File: src/hw/rtl/chiptune_player_bus_decoder_defines.svh
// Assertion helpers for the decoder RTL.
`ifndef CHIPTUNE_PLAYER_BUS_DECODER_DEFINES_SVH
`define CHIPTUNE_PLAYER_BUS_DECODER_DEFINES_SVH

// Check a property on every clock edge outside reset.
`define CPBD_ASSERT(label, prop, msg) \
  label: assert property (@(posedge clk) disable iff (rst) (prop)) else $error(msg);

// Check a property on every clock edge, reset included.
`define CPBD_ASSERT_ALWAYS(label, prop, msg) \
  label: assert property (@(posedge clk) (prop)) else $error(msg);

`endif

File: src/hw/rtl/cpbd_pkg.sv
`default_nettype none

package cpbd_pkg;

  // Field widths
  localparam int CMD_W         = 2;
  localparam int ADDR_W        = 16;
  localparam int BYTE_W        = 8;
  localparam int ROUTE_W       = 4;
  localparam int SLOT_W        = 4;
  localparam int STUB_OFF_W    = 5;
  localparam int CHIP_MASK_W   = 6;
  localparam int PERIOD_W      = 16;
  localparam int CFG_INDEX_W   = 2;
  localparam int CFG_DATA_W    = 16;

  // Bus commands
  localparam logic [CMD_W-1:0] CMD_TICK  = 2'd0;
  localparam logic [CMD_W-1:0] CMD_READ  = 2'd1;
  localparam logic [CMD_W-1:0] CMD_WRITE = 2'd2;

  // Configuration register indexes
  localparam logic [CFG_INDEX_W-1:0] REG_CHIP_MASK    = 2'd0;
  localparam logic [CFG_INDEX_W-1:0] REG_PLAY_PERIOD  = 2'd1;
  localparam logic [CFG_INDEX_W-1:0] REG_INIT_ADDRESS = 2'd2;
  localparam logic [CFG_INDEX_W-1:0] REG_PLAY_ADDRESS = 2'd3;

  // Configuration reset values
  localparam logic [PERIOD_W-1:0] PLAY_PERIOD_RESET = 16'd29780;
  localparam logic [ADDR_W-1:0]   ENTRY_ADDR_RESET  = 16'h8000;

  // Route codes
  localparam logic [ROUTE_W-1:0] ROUTE_HERE  = 4'd0;
  localparam logic [ROUTE_W-1:0] ROUTE_DISK  = 4'd1;
  localparam logic [ROUTE_W-1:0] ROUTE_WTBL  = 4'd2;
  localparam logic [ROUTE_W-1:0] ROUTE_EXTP  = 4'd3;
  localparam logic [ROUTE_W-1:0] ROUTE_PSG   = 4'd4;
  localparam logic [ROUTE_W-1:0] ROUTE_PULSE = 4'd5;
  localparam logic [ROUTE_W-1:0] ROUTE_FM    = 4'd6;
  localparam logic [ROUTE_W-1:0] ROUTE_STUB  = 4'd7;
  localparam logic [ROUTE_W-1:0] ROUTE_NONE  = 4'd8;

  // Sound chip enable bit positions in chip_mask
  localparam int CHIP_PULSE = 0;
  localparam int CHIP_FM    = 1;
  localparam int CHIP_DISK  = 2;
  localparam int CHIP_EXTP  = 3;
  localparam int CHIP_WTBL  = 4;
  localparam int CHIP_PSG   = 5;

  // Address map
  localparam logic [ADDR_W-1:0] STUB_FIRST   = 16'h3F00;
  localparam logic [ADDR_W-1:0] STUB_LAST    = 16'h3F1F;
  localparam logic [ADDR_W-1:0] IRQ_ACK_ADDR = 16'h3F00;
  localparam logic [ADDR_W-1:0] DISK_FIRST   = 16'h4040;
  localparam logic [ADDR_W-1:0] DISK_LAST    = 16'h4092;
  localparam logic [ADDR_W-1:0] WTBL_FIRST   = 16'h4800;
  localparam logic [ADDR_W-1:0] WTBL_LAST    = 16'h4FFF;
  localparam logic [ADDR_W-1:0] WTBL_HIGH    = 16'hF800;
  localparam logic [ADDR_W-1:0] EXTP_FIRST   = 16'h5000;
  localparam logic [ADDR_W-1:0] EXTP_LAST    = 16'h5015;
  localparam logic [ADDR_W-1:0] MULT_LO_ADDR = 16'h5205;
  localparam logic [ADDR_W-1:0] MULT_HI_ADDR = 16'h5206;
  localparam logic [ADDR_W-1:0] MAP_FIRST    = 16'h5FF6;
  localparam logic [ADDR_W-1:0] MAP_LAST_RW  = 16'h5FFD;
  localparam logic [ADDR_W-1:0] MAP_LAST     = 16'h5FFF;
  localparam logic [ADDR_W-1:0] PSG_FIRST    = 16'hC000;
  localparam logic [ADDR_W-1:0] PULSE1_FIRST = 16'h9000;
  localparam logic [ADDR_W-1:0] PULSE1_LAST  = 16'h9003;
  localparam logic [ADDR_W-1:0] PULSE2_FIRST = 16'hA000;
  localparam logic [ADDR_W-1:0] PULSE2_LAST  = 16'hA002;
  localparam logic [ADDR_W-1:0] PULSE3_FIRST = 16'hB000;
  localparam logic [ADDR_W-1:0] PULSE3_LAST  = 16'hB002;
  localparam logic [ADDR_W-1:0] FM_ADDR_A    = 16'h9010;
  localparam logic [ADDR_W-1:0] FM_ADDR_B    = 16'h9030;
  localparam logic [ADDR_W-1:0] VEC_RESET_LO = 16'hFFFC;
  localparam logic [ADDR_W-1:0] VEC_RESET_HI = 16'hFFFD;
  localparam logic [ADDR_W-1:0] VEC_IRQ_LO   = 16'hFFFE;
  localparam logic [ADDR_W-1:0] VEC_IRQ_HI   = 16'hFFFF;

  // Fixed vector bytes: reset and IRQ both point into the stub
  localparam logic [BYTE_W-1:0] VEC_RESET_LO_BYTE = 8'h00;
  localparam logic [BYTE_W-1:0] VEC_RESET_HI_BYTE = 8'h3F;
  localparam logic [BYTE_W-1:0] VEC_IRQ_LO_BYTE   = 8'h10;
  localparam logic [BYTE_W-1:0] VEC_IRQ_HI_BYTE   = 8'h3F;

  // Patched byte offsets inside the player stub
  localparam logic [STUB_OFF_W-1:0] STUB_INIT_LO  = 5'h02;
  localparam logic [STUB_OFF_W-1:0] STUB_INIT_HI  = 5'h03;
  localparam logic [STUB_OFF_W-1:0] STUB_PLAY_LO  = 5'h05;
  localparam logic [STUB_OFF_W-1:0] STUB_PLAY_HI  = 5'h06;
  localparam logic [STUB_OFF_W-1:0] STUB_PLAY2_LO = 5'h14;
  localparam logic [STUB_OFF_W-1:0] STUB_PLAY2_HI = 5'h15;

  // Slots below this are always writable (the 0x6000-0x7FFF RAM windows)
  localparam logic [SLOT_W-1:0] MAP_ALWAYS_RW_SLOTS = 4'd2;

  typedef struct packed {
    logic [CMD_W-1:0]  command;
    logic [ADDR_W-1:0] bus_addr;
    logic [BYTE_W-1:0] write_data;
  } item_t;

  typedef struct packed {
    logic [CHIP_MASK_W-1:0] chip_mask;
    logic [PERIOD_W-1:0]    play_period;
    logic [ADDR_W-1:0]      init_address;
    logic [ADDR_W-1:0]      play_address;
  } cfg_t;

  typedef struct packed {
    logic [PERIOD_W-1:0] play_countdown;
    logic                irq_pending;
    logic [BYTE_W-1:0]   mult_left;
    logic [BYTE_W-1:0]   mult_right;
  } state_t;

  typedef struct packed {
    logic [ROUTE_W-1:0]    route;
    logic [BYTE_W-1:0]     read_data;
    logic                  irq_line;
    logic                  map_valid;
    logic [SLOT_W-1:0]     map_slot;
    logic [BYTE_W-1:0]     map_bank;
    logic                  map_writable;
    logic [STUB_OFF_W-1:0] stub_offset;
  } result_t;

endpackage

`default_nettype wire

File: src/hw/rtl/cpbd_decode.sv
`default_nettype none

// Combinational decode of one bus cycle against the current mapper state.
module cpbd_decode import cpbd_pkg::*; (
  input  item_t   item,
  input  cfg_t    cfg,
  input  state_t  state,
  output result_t result,
  output state_t  state_next
);

  logic has_pulse, has_fm, has_disk, has_extp, has_wtbl, has_psg;

  assign has_pulse = cfg.chip_mask[CHIP_PULSE];
  assign has_fm    = cfg.chip_mask[CHIP_FM];
  assign has_disk  = cfg.chip_mask[CHIP_DISK];
  assign has_extp  = cfg.chip_mask[CHIP_EXTP];
  assign has_wtbl  = cfg.chip_mask[CHIP_WTBL];
  assign has_psg   = cfg.chip_mask[CHIP_PSG];

  always_comb begin
    logic [ADDR_W-1:0]     a;
    logic [PERIOD_W-1:0]   count_dec;
    logic [2*BYTE_W-1:0]   prod;
    logic [STUB_OFF_W-1:0] off;
    logic [SLOT_W-1:0]     slot;

    a          = item.bus_addr;
    count_dec  = state.play_countdown - PERIOD_W'(1);
    prod       = state.mult_left * state.mult_right;
    off        = a[STUB_OFF_W-1:0];
    slot       = a[SLOT_W-1:0] - MAP_FIRST[SLOT_W-1:0];

    state_next   = state;
    result       = '0;
    result.route = ROUTE_NONE;

    unique case (item.command)
      // Count down; reload and raise the play interrupt at zero
      CMD_TICK: begin
        result.route = ROUTE_HERE;
        if (count_dec == '0) begin
          state_next.play_countdown = cfg.play_period;
          state_next.irq_pending    = 1'b1;
        end else begin
          state_next.play_countdown = count_dec;
        end
      end

      CMD_READ: begin
        priority if (has_disk && a >= DISK_FIRST && a <= DISK_LAST) begin
          result.route = ROUTE_DISK;
        end else if (has_wtbl && a >= WTBL_FIRST && a <= WTBL_LAST) begin
          result.route = ROUTE_WTBL;
        end else if (a >= STUB_FIRST && a <= STUB_LAST) begin
          // Patch the entry addresses, fetch the rest from the stub ROM
          result.route = ROUTE_HERE;
          unique case (off)
            STUB_INIT_LO:                 result.read_data = cfg.init_address[7:0];
            STUB_INIT_HI:                 result.read_data = cfg.init_address[15:8];
            STUB_PLAY_LO, STUB_PLAY2_LO:  result.read_data = cfg.play_address[7:0];
            STUB_PLAY_HI, STUB_PLAY2_HI:  result.read_data = cfg.play_address[15:8];
            default: begin
              result.route       = ROUTE_STUB;
              result.stub_offset = off;
            end
          endcase
        end else if (has_extp && a == MULT_LO_ADDR) begin
          result.route     = ROUTE_HERE;
          result.read_data = prod[BYTE_W-1:0];
        end else if (has_extp && a == MULT_HI_ADDR) begin
          result.route     = ROUTE_HERE;
          result.read_data = prod[2*BYTE_W-1:BYTE_W];
        end else if (a == VEC_RESET_LO) begin
          result.route     = ROUTE_HERE;
          result.read_data = VEC_RESET_LO_BYTE;
        end else if (a == VEC_RESET_HI) begin
          result.route     = ROUTE_HERE;
          result.read_data = VEC_RESET_HI_BYTE;
        end else if (a == VEC_IRQ_LO) begin
          result.route     = ROUTE_HERE;
          result.read_data = VEC_IRQ_LO_BYTE;
        end else if (a == VEC_IRQ_HI) begin
          result.route     = ROUTE_HERE;
          result.read_data = VEC_IRQ_HI_BYTE;
        end else begin
          result.route = ROUTE_NONE;
        end
      end

      CMD_WRITE: begin
        priority if (has_disk && a >= DISK_FIRST && a <= DISK_LAST) begin
          result.route = ROUTE_DISK;
        end else if (has_extp && a >= EXTP_FIRST && a <= EXTP_LAST) begin
          result.route = ROUTE_EXTP;
        end else if (has_wtbl && ((a >= WTBL_FIRST && a <= WTBL_LAST) ||
                                  a >= WTBL_HIGH)) begin
          result.route = ROUTE_WTBL;
        end else if (has_psg && a >= PSG_FIRST) begin
          result.route = ROUTE_PSG;
        end else if (a == IRQ_ACK_ADDR) begin
          result.route           = ROUTE_HERE;
          state_next.irq_pending = 1'b0;
        end else if (has_extp && a == MULT_LO_ADDR) begin
          result.route         = ROUTE_HERE;
          state_next.mult_left = item.write_data;
        end else if (has_extp && a == MULT_HI_ADDR) begin
          result.route          = ROUTE_HERE;
          state_next.mult_right = item.write_data;
        end else if (a >= MAP_FIRST && a <= MAP_LAST) begin
          // Emit a bank mapping event for the addressed 4 KB slot
          result.route        = ROUTE_HERE;
          result.map_valid    = 1'b1;
          result.map_slot     = slot;
          result.map_bank     = item.write_data;
          result.map_writable = (slot < MAP_ALWAYS_RW_SLOTS) ||
                                (a <= MAP_LAST_RW && has_disk);
        end else if (has_pulse && ((a >= PULSE1_FIRST && a <= PULSE1_LAST) ||
                                   (a >= PULSE2_FIRST && a <= PULSE2_LAST) ||
                                   (a >= PULSE3_FIRST && a <= PULSE3_LAST))) begin
          result.route = ROUTE_PULSE;
        end else if (has_fm && (a == FM_ADDR_A || a == FM_ADDR_B)) begin
          result.route = ROUTE_FM;
        end else begin
          result.route = ROUTE_NONE;
        end
      end

      // Unused command code: nothing changes, nothing claims it
      default: result.route = ROUTE_NONE;
    endcase

    result.irq_line = state_next.irq_pending;
  end

endmodule

`default_nettype wire

File: config.mk
export PLATFORM = sky130hd
export DESIGN_NAME = cpbd_decode
export DESIGN_NICKNAME = d
export VERILOG_FILES = /design/src/hw/rtl/chiptune_player_bus_decoder_defines.svh /design/src/hw/rtl/cpbd_pkg.sv /design/src/hw/rtl/cpbd_decode.sv
export SDC_FILE = /design/constraint.sdc
export NUM_CORES = 1
export LEC_CHECK = 0
export BUFFER_PORTS_ARGS = -buffer_cell sky130_fd_sc_hd__buf_4
export CAP_MARGIN = 20
export CORE_UTILIZATION = 40
export DETAILED_ROUTE_END_ITERATION = 12
export GPL_ROUTABILITY_DRIVEN = 0
export GPL_TIMING_DRIVEN = 0
export PLACE_DENSITY = 0.72
export SLEW_MARGIN = 15
export SYNTH_ARGS = -nofsm -noshare
export SYNTH_HDL_FRONTEND = slang
export SYNTH_SLANG_ARGS = --single-unit
File: constraint.sdc
create_clock -name vclk -period 6.4
set_clock_uncertainty 0.15 [all_clocks]
set_input_delay 0.96 -clock vclk [all_inputs]
set_output_delay 0.96 -clock vclk [all_outputs]
set_load 0.01 [all_outputs]
Yosys cells after proc, flatten, opt, wreduce, memory -nomap -nowiden
Index checks and enable logic that the tools add are counted.
{"block": "classes", "bitwise": 0, "addsub": 2, "magnitude_cmp": 20, "reduce_logical": 29, "n_div": 0, "mux": 54, "mul": 1, "n_eq_ne": 17, "n_shift": 0}
{"operator": "2-to-1 mux 14 bit", "n": 9}
{"operator": "== test 16 bit (second input constant)", "n": 6}
{"operator": "greater-or-equal comparator 16 bit (second input constant)", "n": 5}
{"operator": "less-or-equal comparator 16 x 15 -> 1 bit (second input constant)", "n": 5}
{"operator": "2-to-1 mux 12 bit", "n": 6}
{"operator": "2-to-1 mux 17 bit", "n": 4}
{"operator": "greater-or-equal comparator 16 x 15 -> 1 bit (second input constant)", "n": 4}
{"operator": "2-to-1 mux 16 bit", "n": 4}
{"operator": "2-to-1 mux 4 bit", "n": 13}
{"operator": "less-or-equal comparator 16 bit (second input constant)", "n": 3}
{"operator": "2-to-1 mux 8 bit", "n": 6}
{"operator": "== test 16 x 15 -> 1 bit (second input constant)", "n": 2}
{"operator": "one-hot mux 8 bit (4 select lines)", "n": 1}
{"operator": "2-to-1 mux 5 bit", "n": 5}
{"operator": "logical AND 1 bit", "n": 19}
{"operator": "== test 16 x 14 -> 1 bit (second input constant)", "n": 1}
{"operator": "greater-or-equal comparator 16 x 14 -> 1 bit (second input constant)", "n": 1}
{"operator": "less-or-equal comparator 16 x 14 -> 1 bit (second input constant)", "n": 1}
{"operator": "zero test 16 bit", "n": 1}
{"operator": "multiplier 8 x 8 -> 16 bit", "n": 1}
{"operator": "subtractor 16 x 1 -> 16 bit (second input constant)", "n": 1}
{"operator": "one-hot mux 4 bit (3 select lines)", "n": 1}
{"operator": "== test 5 x 2 -> 1 bit (second input constant)", "n": 2}
{"operator": "== test 5 x 3 -> 1 bit (second input constant)", "n": 2}
{"operator": "other kinds (13)", "n": 20}
{"block": "word_totals", "ff_bits": 0, "input_bits": 113, "output_inout_bits": 65, "mem_count": 0, "elab_cells": 123, "latchBits": 0, "mem_bits_rw": 0, "romBits": 0}

Logic depth before layout (Yosys ltp)
{"block": "logic_depth", "word_depth": 15, "depth_mapped": 17}

Least setup slack after synthesis
Ideal clock, no wire load.
{"block": "synth_path", "path_kind": "input-to-output", "start": "input state[8] (netlist name)", "end": "output result[24] (netlist name)", "path_stages": 16, "n_path_buf": 0, "path_slack_ns": 0.463, "t_arrival_ns": 4.827, "path_cell_list": "nand2_1 -> fa_1 -> fa_1 -> inv_1 -> fa_1 -> inv_1 -> fa_1 -> inv_1 -> ha_1 -> and3_1 -> a221o_1 -> nor4_1 -> or3_1 -> xnor2_1 -> nand2_1 -> a21oi_1"}
{"item": "start: declaration", "line_no": "cpbd_decode.sv:7", "rtl": "input state_t state,"}
{"item": "end: declaration", "line_no": "cpbd_decode.sv:8", "rtl": "output result_t result,"}

==> impl_metrics.csv <==
group,metric,value,unit
final_layout,area_growth_syn_to_layout,38.5,%
final_layout,antennaDiodeCount,0,
die,start_util,41.8,%
worst_hold_path,hold_path.class,"in -> out",
sta,hold_viol_final,0,
setup_path,cp.depth,17,
place,port-buffer-count,176,
drt,wl_per_cell,16.7,µm
worst_hold_path,min_from,"cfg[34]",
setup_path,cpPeakStageDelay,0.55,ns
sta,period_share,98.4,%
die,die_x,103,µm
worst_hold_path,min_path_cells,4,
final_layout,regArea,0,µm²
setup_path,critPathLaunch,"state[9]",
logic_synthesis,seq_area_frac_synth,0,%
job,drv_cap,0,
setup_path,end_kind,"output pin",
final_layout,flops_and_latches,0,
setup_path,critPathLaunchType,"primary input",
setup_path,critPathTopFamily,"adder cells",
sta,worst_pin_slew,0.716,ns
place,dp_hpwl,12.0,mm
setup_path,cp.arrival,5.19,ns
sta,max_freq,159,MHz
place,placed_area,0.00562,mm²
global_routing,overflow,0,
setup_path,crit_type,"in -> out",
drt,wl_met1,5.92,mm
sta,setup_tns,0,ns
clock_tree,cts_hold_buf,0,
global_routing,grt_max_degree,11,
final_layout,fin_area,0.00570,mm²
setup_path,crit_top_cell,"fa_1",
sta,setup_viol,0,
final_layout,final_layout_size_suffix_gt1_share,32.9,%
setup_path,cp.buffers_inverters,4,
final_layout,fillCellCount,900,
logic_synthesis,synth_cell_types,70,
global_routing,grt_pass1_vias,4579,
setup_path,crit_required,5.29,ns
die,dieArea,0.0107,mm²
sta,fin_crit,6.30,ns
logic_synthesis,postSynthNetCount,737,
global_routing,antenna_found_initial,0,
drt,drt-initial-drc-count,237,
drt,maxUsedRoutingLayer,"met4",
outcome,outcome,"complete, no violations",
sta,relSlewSlack,52.0,%
final_layout,multiInputGateArea,0.00390,mm²
pwr,powerDensity,124,mW/mm²
logic_synthesis,syn_area,0.00412,mm²
sta,rsz0062_at_grt,"true",
die,core_area,0.00986,mm²
drt,wl,14.4,mm
setup_path,path_cells,"buf_4, and2_1, fa_1, fa_1, inv_1, fa_1, fa_1, inv_1, ha_4, and3_1, a221o_1, nor4_2, or3_1, xnor2_1, nand2_1, a21oi_2, buf_4",
drt,firstDrtPassIters,5,
drt,wl_met2,7.19,mm
final_layout,num-clock-buffers,0,
drt,detail-route-antenna-nets,0,
global_routing,grt.total_usage,25.7,%
drt,drc,0,
setup_path,crit_fanout,9,
final_layout,nets,917,
sta,slew_viol_final,0,
drt,dr_total_vias,4795,
logic_synthesis,synth_warnings,0,
global_routing,grt_pass1_wl,21.8,mm
die,std_cell_rows,36,
logic_synthesis,synth_top_area_share,17.5,%
pwr,ir_drop,0.0795,mV
pwr,p_leak,2.72,nW
drt,viasPerCell,5.58,
logic_synthesis,yosysTopAreaCell,"fa_1",
setup_path,cpMaxStageDelayCell,"fa_1",
drt,dr_wl_met3,979,µm
die,io_pins,178,
die,die_h,103,µm
logic_synthesis,synthTopCellsByArea,"fa_1 17%, ha_1 12%, and2_1 8.0%",
logic_synthesis,syn_avg_cell_area,7.52,µm²
logic_synthesis,syn_inst,548,
## kinds of logic (layout without fill, tap and decap cells)
family,Yosys count,count (layout),share of synthesized area (%)
adder cells (fa/ha/maj),76,76,29.6
XOR/XNOR,19,19,4.50
AO/OA/AOI/OAI,109,109,19.0
AND/OR/NAND/NOR,241,241,32.3
buffers and inverters,76,254,7.26
multiplexers,27,27,7.29
## synth_stat cells, types with 3 or more instances
cell and count:
and3_1 17, a21oi_1 24, nand2_1 46, or3_1 7
and2_1 53, a31oi_1 3, o21a_1 6, inv_1 59
nor4_1 6, ha_1 40, fa_1 36, a21o_1 4
mux2_2 24, nand3b_1 3, a211oi_2 3, nand4_1 4
a222oi_1 8, or2_2 3, o31ai_1 5, xnor2_1 10
o211ai_1 3, clkbuf_1 12, nor2b_1 4, nor2_1 37
o22ai_1 5, o21ai_0 14, xor2_1 8, mux2i_1 3
nor2_2 3, a211oi_1 9, nor3_1 19, nand2b_1 11
nand3_1 11
## through the flow
| step | hold WS, ns | instances | total power [W] | worst slack (ns) | util, % |
|---|---|---|---|---|---|
| detailed placement | 2.04 | 858 | 0.000634 | -0.0417 | 57.0 |
| global route | 2.07 | 859 | 0.000793 | -0.0530 | 57.8 |
| finish | 2.04 | 859 | 0.000708 | 0.0996 | 57.8 |
| floorplan | 1.85 | 548 | 0.000442 | 0.463 | - |
| CTS | 2.04 | 858 | 0.000640 | 0.00988 | 57.0 |
| global placement | 2.04 | 857 | 0.000619 | -0.00620 | 56.8 |
## metal layers
layer	vias to the layer above	GRT usage [%]
met5	-	0
met4	0	6.61
met3	25	2.15
met2	219	47.3
met1	2249	32.0
li1	2302	-
## where the power goes
part / internal [W] / switching, W
registers: 0 / 0
clock network: 0 / 0
logic: 0.000344 / 0.000364
## path summary, 6_finish.rpt
path	to
setup / recovery	result[24]
hold / removal	state_next[19]
## cell type report
type / instances / area share, %
buffer: 17 / 1.36
inverter: 59 / 3.88
multi-input combinational: 472 / 68.4
tap: 133 / 2.92
timing repair buffer: 178 / 23.5
## cell usage in the layout, fill, tap and decap left out, drive strengths merged, types with 8 or more instances in the layout
cell type and count:
nand3 11, and2 53, nor3 21, o21ai 15, a211oi 12, a222oi 8
clkbuf 12, nand2 47, nor2 40, ha 40, or3 9, a21oi 24
fa 36, buf 183, inv 59, xor2 8, xnor2 11, nand2b 11
nor4 8, and3 17, mux2 24
## what timing repair did
item                       CTS  global route
gates resized for setup      1            10
gates cloned                 0             0
buffers inserted             0             1
setup endpoints to repair    1             7
pin swaps                    1            12
Note: power is estimated with default switching activity, not from simulation.
